===== config.mk =====
export PLATFORM = sky130hd
export DESIGN_NAME = sgn_isqrt
export DESIGN_NICKNAME = d
export VERILOG_FILES = /design/src/rtl/core/sgn_pkg.sv /design/src/rtl/core/sgn_isqrt.sv
export SDC_FILE = /design/constraint.sdc
export NUM_CORES = 1
export LEC_CHECK = 0
export BUFFER_PORTS_ARGS = -buffer_cell sky130_fd_sc_hd__buf_2
export CAP_MARGIN = 20
export CORE_MARGIN = 8
export CORE_UTILIZATION = 63
export CTS_CLUSTER_SIZE = 30
export DETAILED_ROUTE_END_ITERATION = 8
export PLACE_DENSITY = 0.8
export SYNTH_ARGS = -nofsm -noshare
export SYNTH_HDL_FRONTEND = slang
export SYNTH_SLANG_ARGS = --single-unit

===== constraint.sdc =====
create_clock -name clk_i -period 5.93 [get_ports clk_i]
set_clock_uncertainty 0.2 [all_clocks]
set_input_delay 1.186 -clock clk_i [delete_from_list [all_inputs] [get_ports clk_i]]
set_output_delay 1.186 -clock clk_i [all_outputs]
set_load 0.03 [all_outputs]

===== src/rtl/core/sgn_pkg.sv =====
`timescale 1ns / 1ps

package sgn_pkg;

  localparam int unsigned MaxWidth  = 1024;
  localparam int unsigned MaxHeight = 1024;
  localparam int unsigned MinSize   = 5;
  localparam int unsigned AddrW     = 10;
  localparam int unsigned SizeW     = 11;
  localparam int unsigned PixW      = 8;
  localparam int unsigned GradW     = 11;
  localparam int unsigned MagW      = 15;
  localparam int unsigned SumW      = 21;
  localparam int unsigned RadW      = 30;
  localparam int unsigned OpaW      = 16;
  localparam int unsigned OpbW      = 12;
  localparam int unsigned ProdW     = OpaW + OpbW;
  localparam int unsigned OutDataW  = 64;
  localparam int unsigned OutUserW  = 3;

  typedef enum logic [1:0] {
    CFG_WIDTH  = 2'd0,
    CFG_HEIGHT = 2'd1,
    CFG_LOW    = 2'd2,
    CFG_HIGH   = 2'd3
  } cfg_idx_e;

  function automatic logic [SizeW-1:0] clamp_size(input logic [SizeW-1:0] v,
                                                  input logic [SizeW-1:0] maxv);
    logic [SizeW-1:0] r;
    begin
      r = v;
      if (v < SizeW'(MinSize)) r = SizeW'(MinSize);
      else if (v > maxv) r = maxv;
      return r;
    end
  endfunction

  function automatic logic signed [OpaW-1:0] mag_diff(input logic [MagW-1:0] x,
                                                      input logic [MagW-1:0] y);
    begin
      return $signed({1'b0, x}) - $signed({1'b0, y});
    end
  endfunction

endpackage


===== src/rtl/core/sgn_isqrt.sv =====
`timescale 1ns / 1ps

module sgn_isqrt (
  input  logic                       clk_i,
  input  logic                       rst_ni,
  input  logic                       start_i,
  input  logic [sgn_pkg::SumW-1:0]   sum_i,
  output logic                       done_o,
  output logic [sgn_pkg::MagW-1:0]   root_o
);
  import sgn_pkg::*;

  logic [RadW-1:0] rem_q, res_q, bit_q;
  logic            busy_q, done_q;
  logic [RadW-1:0] trial;

  assign trial  = res_q + bit_q;
  assign done_o = done_q;
  assign root_o = res_q[MagW-1:0];

  always_ff @(posedge clk_i or negedge rst_ni) begin
    if (!rst_ni) begin
      busy_q <= 1'b0;
      done_q <= 1'b0;
    end else begin
      done_q <= 1'b0;
      if (start_i) begin
        busy_q <= 1'b1;
      end else if (busy_q && bit_q[0]) begin
        busy_q <= 1'b0;
        done_q <= 1'b1;
      end
    end
  end

  always_ff @(posedge clk_i) begin
    if (start_i) begin
      rem_q <= {1'b0, sum_i, 8'd0};
      res_q <= '0;
      bit_q <= RadW'(1) << (RadW - 2);
    end else if (busy_q) begin
      if (rem_q >= trial) begin
        rem_q <= rem_q - trial;
        res_q <= (res_q >> 1) + bit_q;
      end else begin
        res_q <= res_q >> 1;
      end
      bit_q <= bit_q >> 2;
    end
  end

endmodule

==> metrics.md <==
| Metric | Value |
|---|---|
| RSZ-0062 raised after global routing | false |
| Register area | 1760 um^2 |
| Antenna violations before repair | 0 |
| Htree depth | 3 |
| Status | finished clean |
| Reg clk slew, reported paths | approximately 0.090 ns |
| Ant. Diodes | 0 |
| Hold Buf Count CTS | 0 |
| Die Width | 119 um |
| Cell count after synthesis | between 800 and 900 |
| Top_reg_cell synth | dfxtp_1 |
| Hold Path Class | reg -> reg |
| Synth cell types | 72 |
| I/O Pins | 40 |
| Final setup fails | 0 |
| Area contributors post-synth | dfxtp_1, ha_1, edfxtp_1 |
| Fin crit period | 5.40 ns |
| Hold Vio Cnt, Final | 0 |
| Fmax | 0.185 GHz |
| Layout area overhead | 5.68% |
| Num rows | 37 |
| Post-synth top area cell | dfxtp_1 |
| Pin count of the biggest net entering global routing | 74 |
| CTS Root Cell | clkbuf_8 |
| Setup TNS | 0 ns |
| CTS tree | yes |
| Layout cells sized above 1 | 0.117 |
| Yosys reg bits | 77 |
| Mean Syn Cell Area | around 8.3 um^2 |
| Fillers | 864 |
| Worst reg2reg path startpoint | bit_q[0] |
| Relative slew margins | 0.405 |
| Met2 GRT Util | 0.394 |
| Busiest grt layer | met2 |
| Worst Max-Slew Pin Slew | 0.891 ns |
| Vias per cell | 6.51 |
| Cell area after layout | 7080 um^2 |
| CP required | 6.02 ns |
| Buffers on Ports | 39 |
| Clk sinks | 77 |
| WL final | 17200 um |
| Number of global-route vias before repair | roughly 5900 |
| Clk Latency, worst-skew pair | 0.38 ns |
| Initial DRC count | 473 |
| Num CTS Buffers | 9 |
| Starting Density | 0.649 |
| Dpl cell area | about 6900 um^2 |
| Syn Nets | 892 |
| Synth warn | 0 |
| Period utilization | 0.911 |
| Top cell type's share of synthesized area | 0.161 |
| Die area | 14200 um^2 |
| CORE AREA | 10300 um^2 |
| Chip Height | 119 um |
| Final HPWL DP | approximately 12000 um |
| Total GRT Usage | 0.241 |
| Max Cap Viol | 0 |
| CP Class | reg -> reg |
| EDFF count, synth | 21 |
| Critical path endpoint category | flop |
| Multi-input gate area | 4580 um^2 |
| Slew Limit Fails | 0 |
| Cell area after synthesis | between 6000 and 7000 um^2 |
| Vias | just over 6000 |
| Crit path launch | bit_q[0] |
| Clock tree buffer depth | 2 |
| Overflow after GRT | 0 |
| First-pass GRT wire length | 28300 um |
| Worst Hold Launch | rem_q[0] |
| Pwr Density | 475 nW/um^2 |
| Final ANT Viol Nets | 0 |
| Drt drc | 0 |
| TritonRoute pass-1 iters | 5 |
| Post-synthesis sequential area ratio | 0.263 |
| Pleak | 2.89 nW |
| CP Launch Type | flop |
| Fraction of registers with async set or reset after synthesis | 0.0260 |
| Drt wl/cell | 17.9 um |
| Global-route track usage on met3 | 0.0350 |
| Met1 usage | 0.307 |
| Nets@finish | 902 |
| RePlAce Congestion | between 0.9 and 1 |
| Crit-path max FO | 23 |
| VDD IR max | ~0.34 mV |
| Worst EP arrival | 5.49 ns |
logic make-up after synthesis:
logic type,Yosys count,synth area share
XOR/XNOR,60,0.0785
flip-flops,77,0.263
AND/OR/NAND/NOR,250,0.175
multiplexers,23,0.0351
buffers and inverters,71,0.0540
adder cells (fa/ha/maj),63,0.119
AO/OA/AOI/OAI,261,0.275
state kept, by name, indices dropped and copies added (netlist names):
name    count
bit_q      15
res_q      30
done_o      1
busy_q      1
rem_q      30
worst max-delay path: stages, from the launching register on:
cell	delay, ns
dfxtp_1	0.35
ha_1	0.21
ha_1	0.21
a21o_1	0.20
a31o_2	0.25
a31oi_1	0.34
o211ai_1	0.24
a31o_2	0.32
a221oi_1	0.31
xor2_1	0.13
ha_1	0.38
nand4_1	0.15
nor4_1	0.32
nand4_1	0.15
nand2_1	0.16
a2111oi_4	0.07
buf_4	0.23
or2_1	0.27
buf_4	0.19
or3_1	0.35
a311oi_1	0.28
routing by layer:
layer	vias up	wire, um
li1	3042	-
met1	2957	7570
met2	190	8120
met3	35	993
met4	0	474
met5	-	0
power by group:
group	internal, W	total, W	switching [W]
clock	0.000218	0.000434	0.000216
combinational	0.000828	0.00214	0.00131
sequential	0.000705	0.000781	0.0000768
total	0.00175	0.00336	0.00161
path summary, 6_finish.rpt:
kind / endpoint / slack (ns) / cells after the start
max in group asynchronous: busy_q / 5.04 / 1
min in group asynchronous: done_o / 0.38 / 1
min reg2reg: rem_q[0] / 0.27 / 1
max: res_q[17] / 0.53 / 20
min: rem_q[0] / 0.27 / 1
max reg2reg: res_q[17] / 0.53 / 20
synthesized netlist by cell type (all sizes together) (3+ instances only):
cell and instances:
a21o 15, o21a 4, or3 17, o21ai 52, o211ai 7, and3 3, nand3 18, a41oi 3
o311ai 3, nand2 74, dfxtp 54, ha 62, a22o 7, nor4 5, mux2 4, nor3b 4
o31ai 7, a21oi 59, nand2b 7, o21bai 14, buf 30, and2 5, a31oi 22, xnor2 33
xor2 27, mux2i 19, a31o 6, a211oi 21, edfxtp 21, a32o 3, a2111oi 9, clkbuf 21
nor2 74, nor3 20, inv 20, a311oi 10, nor2b 8, nand4 9
cell usage in the layout, fill, tap and decap left out, drive strengths merged, types with 3 or more instances in the layout:
master | netlist | routed
a2111oi | 9 | 9
a211oi | 21 | 21
a21o | 15 | 15
a21oi | 59 | 59
a22o | 7 | 7
a311oi | 10 | 10
a31o | 6 | 6
a31oi | 22 | 22
a32o | 3 | 3
a41oi | 3 | 3
and2 | 5 | 5
and3 | 3 | 3
buf | 30 | 50
clkbuf | 21 | 11
dfxtp | 54 | 54
edfxtp | 21 | 21
ha | 62 | 62
inv | 20 | 22
mux2 | 4 | 4
mux2i | 19 | 19
nand2 | 74 | 74
nand2b | 7 | 7
nand3 | 18 | 18
nand4 | 9 | 9
nor2 | 74 | 74
nor2b | 8 | 8
nor3 | 20 | 20
nor3b | 4 | 4
nor4 | 5 | 5
o211ai | 7 | 7
o21a | 4 | 4
o21ai | 52 | 52
o21bai | 14 | 14
o311ai | 3 | 3
o31ai | 7 | 7
or3 | 17 | 17
xnor2 | 33 | 33
xor2 | 27 | 27
stage by stage:
step	hold WS, ns	instances	total power, W	util	setup slack, ns
finish	0.274	956	0.00336	0.685	0.527
global placement	0.249	940	0.00281	0.664	0.571
CTS	0.275	956	0.00331	0.684	0.285
global route	0.302	956	0.00358	0.685	0.144
floorplan	0.232	805	0.00243	-	1.07
detailed placement	0.248	940	0.00286	0.664	0.356
final cells by class:
type	count	share of cell area
Multi-Input combinational cell	657	0.648
Sequential cell	77	0.249
Timing Repair Buffer	50	0.0393
Tap cell	136	0.0240
Clock buffer	11	0.0214
Inverter	20	0.0106
Clock inverter	5	0.00796
repair_timing:
item | 4_1_cts | 5_1_grt
endpoints found under the setup margin | 0 | 22
setup buffers | 0 | 0
gates resized for setup | 0 | 3
(Power assumes the default switching activity.)
